**src/sv/gpr_pkg.sv**
```systemverilog
`default_nettype none
// ============================================================================
// gpr_pkg - shared types and constants of the gamepad poll and report block
// Register indexes, reset values, default sizes and the structs passed
// between the sequencer, the pad lanes, the report merge and the top level.
// ============================================================================
package gpr_pkg;

    localparam int TICK_W    = 16;
    localparam int ID_W      = 8;
    localparam int BTN_W     = 8;
    localparam int CFG_IDX_W = 8;
    localparam int CFG_DAT_W = 16;

    localparam int PAD_COUNT_DEF   = 2;
    localparam int REPORT_BITS_DEF = 8;

    localparam logic [TICK_W-1:0] POLL_INTERVAL_RST = 16'd888;
    localparam logic [ID_W-1:0]   FIRST_ID_RST      = 8'd1;
    localparam logic [ID_W-1:0]   SECOND_ID_RST     = 8'd2;

    typedef enum logic [CFG_IDX_W-1:0] {
        CFG_POLL_INTERVAL = 8'd0,
        CFG_FIRST_ID      = 8'd1,
        CFG_SECOND_ID     = 8'd2
    } t_cfg_idx;

    // Per-tick control from the sequencer to every pad lane
    typedef struct packed {
        logic step;   // a tick is transferred this cycle
        logic clock;  // a bit is sampled on this tick
        logic done;   // last bit sampled, reports become ready
        logic latch;  // a new poll starts, clear everything
    } t_seq_ctl;

    typedef struct packed {
        logic             valid;
        logic [ID_W-1:0]  id;
        logic [BTN_W-1:0] buttons;
    } t_report;

    typedef struct packed {
        logic             latch;
        logic             clock;
        logic             valid;
        logic [ID_W-1:0]  id;
        logic [BTN_W-1:0] buttons;
    } t_result;

endpackage
`default_nettype wire

```
**src/sv/gpr_poll_seq.sv**
```systemverilog
`default_nettype none
// ============================================================================
// gpr_poll_seq - poll counter and shift sequencer
// Counts enumerated ticks, starts a poll when the count passes the interval,
// and walks the bit position through one shift sequence.
// ============================================================================
module gpr_poll_seq #(
    parameter int REPORT_BITS = gpr_pkg::REPORT_BITS_DEF,
    parameter int SHIFT_W     = $clog2(REPORT_BITS + 1)
) (
    input  wire logic                        i_clk,
    input  wire logic                        i_rst_n,
    input  wire logic                        i_step,
    input  wire logic                        i_enumerated,
    input  wire logic [gpr_pkg::TICK_W-1:0]  i_poll_interval,
    output gpr_pkg::t_seq_ctl                o_ctl,
    output logic [SHIFT_W-1:0]               o_pos
);

    localparam logic [SHIFT_W-1:0] LAST_POS = SHIFT_W'(REPORT_BITS);

    logic [gpr_pkg::TICK_W-1:0] r_tick, n_tick;
    logic [SHIFT_W-1:0]         r_pos, n_pos;
    logic                       w_clock, w_done, w_latch;

    always_comb begin
        w_clock = (r_pos != '0);
        w_done  = w_clock && (r_pos >= LAST_POS);
        w_latch = i_enumerated && (r_tick > i_poll_interval);
        n_tick  = r_tick;
        n_pos   = r_pos;
        if (w_clock) begin
            n_pos = w_done ? '0 : r_pos + SHIFT_W'(1);
        end
        if (i_enumerated) begin
            if (w_latch) begin
                n_tick = '0;
                n_pos  = SHIFT_W'(1);
            end else begin
                n_tick = r_tick + gpr_pkg::TICK_W'(1);
            end
        end
    end

    always_ff @(posedge i_clk) begin
        if (!i_rst_n) begin
            r_tick <= '0;
            r_pos  <= '0;
        end else if (i_step) begin
            r_tick <= n_tick;
            r_pos  <= n_pos;
        end
    end

    assign o_ctl.step  = i_step;
    assign o_ctl.clock = w_clock;
    assign o_ctl.done  = w_done;
    assign o_ctl.latch = w_latch;
    assign o_pos       = r_pos;

endmodule
`default_nettype wire

```
**src/sv/gpr_pad_lane.sv**
```systemverilog
`default_nettype none
// ============================================================================
// gpr_pad_lane - one pad's button register and ready flag
// Samples the pad's data line at the current bit, tracks readiness of its
// report and drops the flag once the merge grants the report.
// ============================================================================
module gpr_pad_lane #(
    parameter int REPORT_BITS = gpr_pkg::REPORT_BITS_DEF,
    parameter int SHIFT_W     = $clog2(REPORT_BITS + 1)
) (
    input  wire logic                    i_clk,
    input  wire logic                    i_rst_n,
    input  wire gpr_pkg::t_seq_ctl       i_ctl,
    input  wire logic [SHIFT_W-1:0]      i_pos,
    input  wire logic                    i_level,
    input  wire logic                    i_grant,
    output logic                         o_ready,
    output logic [REPORT_BITS-1:0]       o_buttons
);

    logic                   r_ready, n_ready;
    logic [REPORT_BITS-1:0] r_buttons, n_buttons;

    always_comb begin
        n_ready   = r_ready && !i_grant;
        n_buttons = r_buttons;
        // low level means pressed
        for (int b = 0; b < REPORT_BITS; b++) begin
            if (i_ctl.clock && (i_pos == SHIFT_W'(b + 1)) && !i_level) begin
                n_buttons[b] = 1'b1;
            end
        end
        if (i_ctl.done) begin
            n_ready = 1'b1;
        end
        if (i_ctl.latch) begin
            n_ready   = 1'b0;
            n_buttons = '0;
        end
    end

    always_ff @(posedge i_clk) begin
        if (!i_rst_n) begin
            r_ready   <= 1'b0;
            r_buttons <= '0;
        end else if (i_ctl.step) begin
            r_ready   <= n_ready;
            r_buttons <= n_buttons;
        end
    end

    assign o_ready   = r_ready;
    assign o_buttons = r_buttons;

endmodule
`default_nettype wire

```
**src/sv/gpr_report_merge.sv**
```systemverilog
`default_nettype none
// ============================================================================
// gpr_report_merge - pick the first ready pad report
// Lowest-numbered ready lane wins; its id and buttons form the report and
// its grant drops that lane's ready flag.
// ============================================================================
module gpr_report_merge #(
    parameter int PAD_COUNT   = gpr_pkg::PAD_COUNT_DEF,
    parameter int REPORT_BITS = gpr_pkg::REPORT_BITS_DEF
) (
    input  wire logic                                   i_send_en,
    input  wire logic [PAD_COUNT-1:0]                   i_ready,
    input  wire logic [PAD_COUNT-1:0][REPORT_BITS-1:0]  i_buttons,
    input  wire logic [gpr_pkg::ID_W-1:0]               i_first_id,
    input  wire logic [gpr_pkg::ID_W-1:0]               i_second_id,
    output logic [PAD_COUNT-1:0]                        o_grant,
    output gpr_pkg::t_report                            o_report
);

    localparam int BW = gpr_pkg::BTN_W;

    always_comb begin
        o_grant  = '0;
        o_report = '0;
        // walk downwards so the lowest ready lane is left standing
        for (int p = PAD_COUNT - 1; p >= 0; p--) begin
            if (i_send_en && i_ready[p]) begin
                o_grant          = '0;
                o_grant[p]       = 1'b1;
                o_report.valid   = 1'b1;
                o_report.id      = (p == 0) ? i_first_id : i_second_id;
                o_report.buttons = BW'(i_buttons[p]);
            end
        end
    end

endmodule
`default_nettype wire

```
**src/sv/gamepad_poll_and_report.sv**
```systemverilog
`default_nettype none
// ============================================================================
// gamepad_poll_and_report - shift-register gamepad poller and report sender
// One input transfer is one task tick; each tick yields one result carrying
// the latch and clock strobes for the pads and at most one pad report.
// ============================================================================
//
//  Channel  | Direction | Handshake                 | Payload
//  ---------+-----------+---------------------------+-----------------------------
//  tick in  | in        | i_in_valid / o_in_stall   | enumerated, endpoint_free,
//           |           |                           | first/second pad level
//  result   | out       | o_out_valid / i_out_stall | latch, clock, report valid,
//           |           |                           | report id, report buttons
//  config   | in        | i_cfg_valid / o_cfg_ready | i_cfg_index, i_cfg_data
//
//  Throughput is one tick per clock while the queue has room; all per-tick
//  work (send, sample, count) is combinational and its result is registered
//  into a two-entry output queue.
//  The queue decouples the sides: a tick is taken while a result waits, and
//  o_in_stall rises only when both entries are full.
//  Reset (i_rst_n low, synchronous) clears counter, shift position, ready
//  flags, buttons, queue and restores the register defaults.
//  Configuration writes are always ready and take effect once registered.
//
module gamepad_poll_and_report #(
    parameter int PAD_COUNT   = gpr_pkg::PAD_COUNT_DEF,
    parameter int REPORT_BITS = gpr_pkg::REPORT_BITS_DEF
) (
    input  wire logic                           i_clk,
    input  wire logic                           i_rst_n,
    // tick channel
    input  wire logic                           i_in_valid,
    output logic                                o_in_stall,
    input  wire logic                           i_enumerated,
    input  wire logic                           i_endpoint_free,
    input  wire logic                           i_first_pad_level,
    input  wire logic                           i_second_pad_level,
    // result channel
    output logic                                o_out_valid,
    input  wire logic                           i_out_stall,
    output logic                                o_latch_pulse,
    output logic                                o_clock_pulse,
    output logic                                o_report_valid,
    output logic [gpr_pkg::ID_W-1:0]            o_report_id,
    output logic [gpr_pkg::BTN_W-1:0]           o_report_buttons,
    // configuration channel
    input  wire logic                           i_cfg_valid,
    output logic                                o_cfg_ready,
    input  wire logic [gpr_pkg::CFG_IDX_W-1:0]  i_cfg_index,
    input  wire logic [gpr_pkg::CFG_DAT_W-1:0]  i_cfg_data
);

    localparam int SHIFT_W = $clog2(REPORT_BITS + 1);

    // ------------------------------------------------------------------
    // Configuration registers
    // ------------------------------------------------------------------
    logic [gpr_pkg::TICK_W-1:0] r_poll_interval;
    logic [gpr_pkg::ID_W-1:0]   r_first_id;
    logic [gpr_pkg::ID_W-1:0]   r_second_id;
    logic                       w_cfg_wr;

    assign o_cfg_ready = 1'b1;
    assign w_cfg_wr    = i_cfg_valid && o_cfg_ready;

    // out-of-range indexes fall through and are dropped
    always_ff @(posedge i_clk) begin
        if (!i_rst_n) begin
            r_poll_interval <= gpr_pkg::POLL_INTERVAL_RST;
            r_first_id      <= gpr_pkg::FIRST_ID_RST;
            r_second_id     <= gpr_pkg::SECOND_ID_RST;
        end else if (w_cfg_wr) begin
            case (i_cfg_index)
                gpr_pkg::CFG_POLL_INTERVAL: begin
                    r_poll_interval <= i_cfg_data[gpr_pkg::TICK_W-1:0];
                end
                gpr_pkg::CFG_FIRST_ID: begin
                    r_first_id <= i_cfg_data[gpr_pkg::ID_W-1:0];
                end
                gpr_pkg::CFG_SECOND_ID: begin
                    r_second_id <= i_cfg_data[gpr_pkg::ID_W-1:0];
                end
                default: begin
                    r_first_id <= r_first_id;
                end
            endcase
        end
    end

    // ------------------------------------------------------------------
    // Tick transfer and output queue occupancy
    // ------------------------------------------------------------------
    logic [1:0] r_count, n_count;
    logic       r_head;
    logic       w_push, w_pop;

    assign o_in_stall  = (r_count == 2'd2);
    assign o_out_valid = (r_count != 2'd0);
    assign w_push      = i_in_valid && !o_in_stall;
    assign w_pop       = o_out_valid && !i_out_stall;

    // ------------------------------------------------------------------
    // Sequencer, pad lanes and merge
    // ------------------------------------------------------------------
    gpr_pkg::t_seq_ctl                   w_ctl;
    gpr_pkg::t_report                    w_report;
    logic [SHIFT_W-1:0]                  w_pos;
    logic [PAD_COUNT-1:0]                w_ready;
    logic [PAD_COUNT-1:0]                w_grant;
    logic [PAD_COUNT-1:0]                w_level;
    logic [PAD_COUNT-1:0][REPORT_BITS-1:0] w_buttons;

    gpr_poll_seq #(
        .REPORT_BITS (REPORT_BITS),
        .SHIFT_W     (SHIFT_W)
    ) u_seq (
        .i_clk           (i_clk),
        .i_rst_n         (i_rst_n),
        .i_step          (w_push),
        .i_enumerated    (i_enumerated),
        .i_poll_interval (r_poll_interval),
        .o_ctl           (w_ctl),
        .o_pos           (w_pos)
    );

    // pads past the first share the second pad's data line
    for (genvar p = 0; p < PAD_COUNT; p++) begin : g_lane
        assign w_level[p] = (p == 0) ? i_first_pad_level : i_second_pad_level;

        gpr_pad_lane #(
            .REPORT_BITS (REPORT_BITS),
            .SHIFT_W     (SHIFT_W)
        ) u_lane (
            .i_clk     (i_clk),
            .i_rst_n   (i_rst_n),
            .i_ctl     (w_ctl),
            .i_pos     (w_pos),
            .i_level   (w_level[p]),
            .i_grant   (w_grant[p]),
            .o_ready   (w_ready[p]),
            .o_buttons (w_buttons[p])
        );
    end

    gpr_report_merge #(
        .PAD_COUNT   (PAD_COUNT),
        .REPORT_BITS (REPORT_BITS)
    ) u_merge (
        .i_send_en   (i_enumerated && i_endpoint_free),
        .i_ready     (w_ready),
        .i_buttons   (w_buttons),
        .i_first_id  (r_first_id),
        .i_second_id (r_second_id),
        .o_grant     (w_grant),
        .o_report    (w_report)
    );

    // ------------------------------------------------------------------
    // Two-entry result queue
    // ------------------------------------------------------------------
    gpr_pkg::t_result r_q [2];
    gpr_pkg::t_result w_res;
    gpr_pkg::t_result w_head;
    logic             w_tail;

    always_comb begin
        w_res.latch   = w_ctl.latch;
        w_res.clock   = w_ctl.clock;
        w_res.valid   = w_report.valid;
        w_res.id      = w_report.id;
        w_res.buttons = w_report.buttons;
    end

    assign w_tail = r_head ^ r_count[0];
    assign n_count = r_count + {1'b0, w_push} - {1'b0, w_pop};

    always_ff @(posedge i_clk) begin
        if (w_push) begin
            r_q[w_tail] <= w_res;
        end
    end

    always_ff @(posedge i_clk) begin
        if (!i_rst_n) begin
            r_count <= '0;
            r_head  <= 1'b0;
        end else begin
            r_count <= n_count;
            if (w_pop) begin
                r_head <= ~r_head;
            end
        end
    end

    assign w_head           = r_q[r_head];
    assign o_latch_pulse    = w_head.latch;
    assign o_clock_pulse    = w_head.clock;
    assign o_report_valid   = w_head.valid;
    assign o_report_id      = w_head.id;
    assign o_report_buttons = w_head.buttons;

    // ------------------------------------------------------------------
    // Assertions
    // ------------------------------------------------------------------
    a_grant_single: assert property (@(posedge i_clk) disable iff (!i_rst_n)
        $onehot0(w_grant))
        else $error("more than one pad report granted in one tick");

    a_latch_restarts: assert property (@(posedge i_clk) disable iff (!i_rst_n)
        (w_push && w_ctl.latch) |=> (w_pos == SHIFT_W'(1)))
        else $error("poll start did not restart the shift sequence at bit 0");

    a_queue_bound: assert property (@(posedge i_clk) disable iff (!i_rst_n)
        r_count != 2'd3)
        else $error("result queue overflowed");

    a_grant_clears: assert property (@(posedge i_clk) disable iff (!i_rst_n)
        (w_push && w_grant[0] && !w_ctl.done) |=> !w_ready[0])
        else $error("granted pad report still ready on the next tick");

endmodule
`default_nettype wire

```
**config.mk**
```make
export PLATFORM = sky130hd
export DESIGN_NAME = gamepad_poll_and_report
export DESIGN_NICKNAME = d
export VERILOG_FILES = /design/src/sv/gpr_pkg.sv /design/src/sv/gpr_poll_seq.sv /design/src/sv/gpr_pad_lane.sv /design/src/sv/gpr_report_merge.sv /design/src/sv/gamepad_poll_and_report.sv
export SDC_FILE = /design/constraint.sdc
export NUM_CORES = 1
export LEC_CHECK = 0
export ABC_CLOCK_PERIOD_IN_PS = 4350
export BUFFER_PORTS_ARGS = -buffer_cell sky130_fd_sc_hd__buf_2
export CORE_MARGIN = 2
export CORE_UTILIZATION = 62
export CTS_BUF_LIST = sky130_fd_sc_hd__clkbuf_16
export DETAILED_ROUTE_END_ITERATION = 16
export PLACE_DENSITY = 0.84
export SLEW_MARGIN = 20
export SYNTH_ARGS = -nofsm -noshare
export SYNTH_HDL_FRONTEND = slang
export SYNTH_SLANG_ARGS = --single-unit
```
**constraint.sdc**
```tcl
create_clock -name i_clk -period 4.35 [get_ports i_clk]
set_input_delay 0.6525 -clock i_clk [delete_from_list [all_inputs] [get_ports i_clk]]
set_output_delay 0.6525 -clock i_clk [all_outputs]
set_load 0.005 [all_outputs]
```
# Word-level counts from Yosys, hierarchy flattened
# Memories as Yosys holds them, arrays and structs flattened. A register that Yosys moved wholly into a read port is not among the register bits.
# Cells that the tools add are included.
# totals
regBits,73
n_memories,1
ramBits,38
elab_cells,158
inputBits,33
# op_classes
n_eq_ne,11
add_sub_neg,4
mux,35
reduce_logical,78
bitwise,2
order_cmp,2
# mem_list
memory,words,word_bits,rd,rd_clocked_by_memory_dff,wr,line,text
r_q,2,19,1,1,1,gamepad_poll_and_report.sv:161,gpr_pkg::t_result r_q [2];
# op_table
cell,count
2-bit AND reduction,20
17-bit 2-to-1 mux,2
2-bit nonzero test,17
1-bit logical AND,33
1-bit 2-to-1 mux,24
16-bit by 1-bit adder with 16-bit output (second input constant),1
4-bit by 3-bit == test with 1-bit output (second input constant),4
16-bit greater-than comparator,1
16-bit 2-to-1 mux,1
4-bit 2-to-1 mux,4
8-bit 2-to-1 mux,2
4-bit by 2-bit == test with 1-bit output (second input constant),2
8-bit by 1-bit == test with 1-bit output (second input constant),1
8-bit by 2-bit == test with 1-bit output (second input constant),1
8-bit logical NOT,1
1-bit logical NOT,6
4-bit by 1-bit adder with 4-bit output (second input constant),1
4-bit by 1-bit == test with 1-bit output (second input constant),1
4-bit == test (second input constant),1
4-bit greater-or-equal comparator (second input constant),1
2-bit 2-to-1 mux,2
4-bit nonzero test,1
2-bit by 1-bit adder with 2-bit output,1
2-bit == test (second input constant),1
other kinds (3),3

# Logic depth before layout (Yosys ltp)
# depth
word_depth,8
depth_mapped,10
mapped_depth_nobuf,9

# Modules after synthesis
# From an unflattened synthesis, not the netlist that was laid out.
# unflattened
cells_unflattened,516
area_unflattened_um2,5367.6
# modules_own_cells
mod,instances,cells_each,area_each_um2
gamepad_poll_and_report,1,222,2935.3
gpr_poll_seq,1,194,1519.0
gpr_pad_lane,2,37,331.6
gpr_report_merge,1,26,250.2

# Worst setup path after synthesis
# OpenSTA, ideal clock, no wires.
# synth_timing
path_type,input -> register
start,input i_in_valid
end,"memory r_q[1][0] (netlist bit), enable pin"
t_arrival_ps,1928
path_slack_ps,2027
setup_ps,395
cell_stages,4
path_cell_list,and2_1 > inv_1 > buf_1 > nor2_1
# synth_between
elab_chain_cells,3
# synth_lines
item,line,text
start: declaration,gamepad_poll_and_report.sv:32,"input wire logic i_in_valid,"
1-bit logical AND,gamepad_poll_and_report.sv:99,assign w_push = i_in_valid && !o_in_stall;
1-bit 2-to-1 mux,gamepad_poll_and_report.sv:178,if (w_push) begin
1-bit 2-to-1 mux (implied by the code),gamepad_poll_and_report.sv:179,r_q[w_tail] <= w_res;
end: declaration,gamepad_poll_and_report.sv:161,
# Every way passes these cells.

# Worst setup path after layout
# layout_timing
start,register r_poll_interval[15] (netlist bit)
end,register g_lane[0].u_lane.r_ready
# layout_between
elab_chain_cells,3
# layout_lines
item,line,text
start: declaration,gamepad_poll_and_report.sv:58,logic [gpr_pkg::TICK_W-1:0] r_poll_interval;
start signal: assignment,gamepad_poll_and_report.sv:69,r_poll_interval <= gpr_pkg::POLL_INTERVAL_RST;
start signal: assignment,gamepad_poll_and_report.sv:75,r_poll_interval <= i_cfg_data[gpr_pkg::TICK_W-1:0];
16-bit greater-than comparator,gpr_poll_seq.sv:29,w_latch = i_enumerated && (r_tick > i_poll_interval);
1-bit logical AND,gpr_poll_seq.sv:29,
1-bit 2-to-1 mux,gpr_pad_lane.sv:36,if (i_ctl.latch) begin
end signal: assignment,gpr_pad_lane.sv:47,r_ready <= n_ready;
end: declaration,gpr_pad_lane.sv:21,"logic r_ready, n_ready;"
# Every way passes these cells.
# A chain may end at the register's enable or synchronous reset.

==> metrics.txt <==
Yosys reg bits=112; fin crit share=57.9%; Sw Ratio=27.2%; Final min period=2520 ps; Post-synth EDFFs=38; Non-Filler Instances=613; Slew @ Worst Pin=1040 ps; VDD IR max=239 uV; syn_nets=522; footprint of the multi-input gates=0.00220 sq mm; antenna-violating nets left=0; clock sinks=112; wire per inst=15.7 um; status=complete, no violations; sequential group share of total power=49.1%; gpl congestion=0.809; height of the die=94.1 um; GRT Total Usage=23.8%; post-CTS sizing=0; grt total ovfl=0; Arr. time, crit path=2690 ps; CTS tree=done; core footprint=0.00781 sq mm; Core Util, Final=72.5%; asr flop ratio synth=0%; FILL cells=547; Clk pin slew, worst setup/hold paths=80 ps; Starting Density=64.5%; Primary FF master, synth=dfxtp_1; Seq/Total Area, Yosys=52.1%; internal power=1900 uW; CP Class=register to register; vias=3,588; crit-path max FO=40; top cells by area, synth=dfxtp_1, edfxtp_1, ha_1; Site Rows=32; sum of negative setup slack=0 ps; first-pass GRT wire length=16.6 mm; Placed Cells=597; Max-slew headroom=30.8%; layout cells sized above 1=19.4%; max-cap violations=0; clock network power share=33.6%; Nets=562; most common cell in the netlist=dfxtp_1; Clock Root Buffer=clkbuf_16; H-tree levels=3; Die Wd=94.1 um; largest net degree at the start of global routing=64; Setup Fix Bufs, Post-CTS=0; type of origin of the critical path=register; CP required=4530 ps; DP HPWL=6.62 mm; DRC=0; endpoints failing hold=0; final wirelength=9.65 mm; Comb power frac=17.3%; clk buf depth=2; vias in the first global route=3,578; CTS Buf Count=9; IO buf count=53; HP Class=register to register; RSZ-0062 raised after global routing=false; Leak=0.00221 uW; synthesis-to-layout area growth=12.5%; final clock skew=6.92 ps; Yosys top cell area share=29.4%; initial antenna violation count=0; drt pass-1 iters=5; number of I/O pins=55; P_sw=710 uW; synthesized instance count=466; Final Max Slew Viols=0; Post-Syn Area=0.00503 sq mm; Setup-failing EPs final=0; cell taking the most area after synthesis=dfxtp_1; sequential cell area=0.00262 sq mm; Vias/cell=5.85; drt initial violations=234; Antenna Cells=0; power per standard cell area=460 mW/mm^2; clk_lat worst skew=350 ps; highest clock rate=0.397 GHz; Unique masters post-synth=47; average size of a mapped cell=10.8 sq um; CTS Hold Bufs=0; Commonest cells post-synth=dfxtp_1, edfxtp_1, nor2_1; die area=0.00886 sq mm; Synthesis Warnings=0; Worst Setup End Kind=register
metal layers:
layer  track usage (%)  part of all wire [%]  vias to the layer above
met5                 0                     0                        -
met4              9.66                   1.5                        0
met3              5.14                   5.2                       14
met2              38.5                    48                      104
met1              31.1                    45                     1690
li1                  -                     -                     1780
power by group through the flow:
| stage | clock network, uW | registers (uW) | logic [uW] |
|---|---|---|---|
| 2_1_floorplan | 0 | 1270 | 305 |
| 3_3_place_gp | 0 | 1300 | 435 |
| 3_5_place_dp | 0 | 1310 | 450 |
| 4_1_cts | 887 | 1280 | 452 |
| 5_1_grt | 933 | 1290 | 504 |
| 6_report | 876 | 1280 | 450 |
area by class of cell:
class	count	share of cell area (%)
sequential	112	46.3
multi-input combinational	300	38.8
timing repair buffer	57	5.21
clock buffer	9	3.98
tap	102	2.25
clock inverter	7	1.72
inverter	26	1.72
flip-flops by register name, summed over array words and instances, names as in the netlist, named ones only:
signal and cells:
g_lane.u_lane.o_ready 2, r_q 38, u_seq.r_tick 16, r_first_id 8, r_head 1, r_count 2, r_poll_interval 16, g_lane.u_lane.o_buttons 16
r_second_id 8, u_seq.o_pos 4
layout by cell type, fill, tap and decap left out, types with 2 or more instances in the layout:
master,instances
a211oi_1,32
a21oi_1,22
a221oi_1,2
a22o_1,16
a31oi_1,5
and2_1,2
and3_1,5
buf_2,53
buf_4,4
clkbuf_16,9
dfxtp_1,74
edfxtp_1,38
ha_1,23
inv_1,25
inv_6,2
inv_8,3
mux2_2,19
mux2i_1,26
nand2_1,22
nand2b_1,4
nand3_1,8
nand3b_1,2
nand4_1,9
nor2_1,37
nor2b_1,6
nor3_1,9
nor4_1,7
o211ai_1,7
o21ai_0,3
o22ai_1,2
xnor2_1,15
xor2_1,3
worst paths after layout:
| check | from | slack [ps] | end | depth (start not counted) |
|---|---|---|---|---|
| setup / recovery | r_poll_interval[15] | 1830 | g_lane[0].u_lane.o_ready | 8 |
| hold / removal | r_poll_interval[11] | 490 | r_poll_interval[11] | 2 |
| setup reg to reg | r_poll_interval[15] | 1830 | g_lane[0].u_lane.o_ready | 8 |
| hold reg to reg | r_poll_interval[11] | 490 | r_poll_interval[11] | 2 |
critical path, cell delays in order, from the launching register on:
cell and delay [ps]:
dfxtp_1 350, inv_1 50, ha_1 280, nand4_1 180
or4_4 570, a21o_1 180, a31oi_2 170, buf_4 400
a221oi_1 160
kinds of logic (layout without fill, tap and decap cells):
family	count (synthesis)	after routing	synth area share, %
simple gates	117	117	11.5
mux	45	45	9.42
flops	112	112	52.1
compound gates	96	96	13.6
xor+xnor	18	18	3.13
buf+inv	54	99	4.47
other cells	1	1	0.0745
fa+ha+maj	23	23	5.72
per-stage QoR:
step                      setup WS, ps  hold WS (ps)  total power [uW]  area [sq um]
after detailed placement          1860           467              1760          5340
final                             1830           493              2610          5660
after global placement            1960           460              1730          5340
after floorplan                   2030           445              1580          5030
after CTS                         1850           491              2620          5660
after global routing              1660           531              2730          5660
Power figures use the tool's default switching activity.
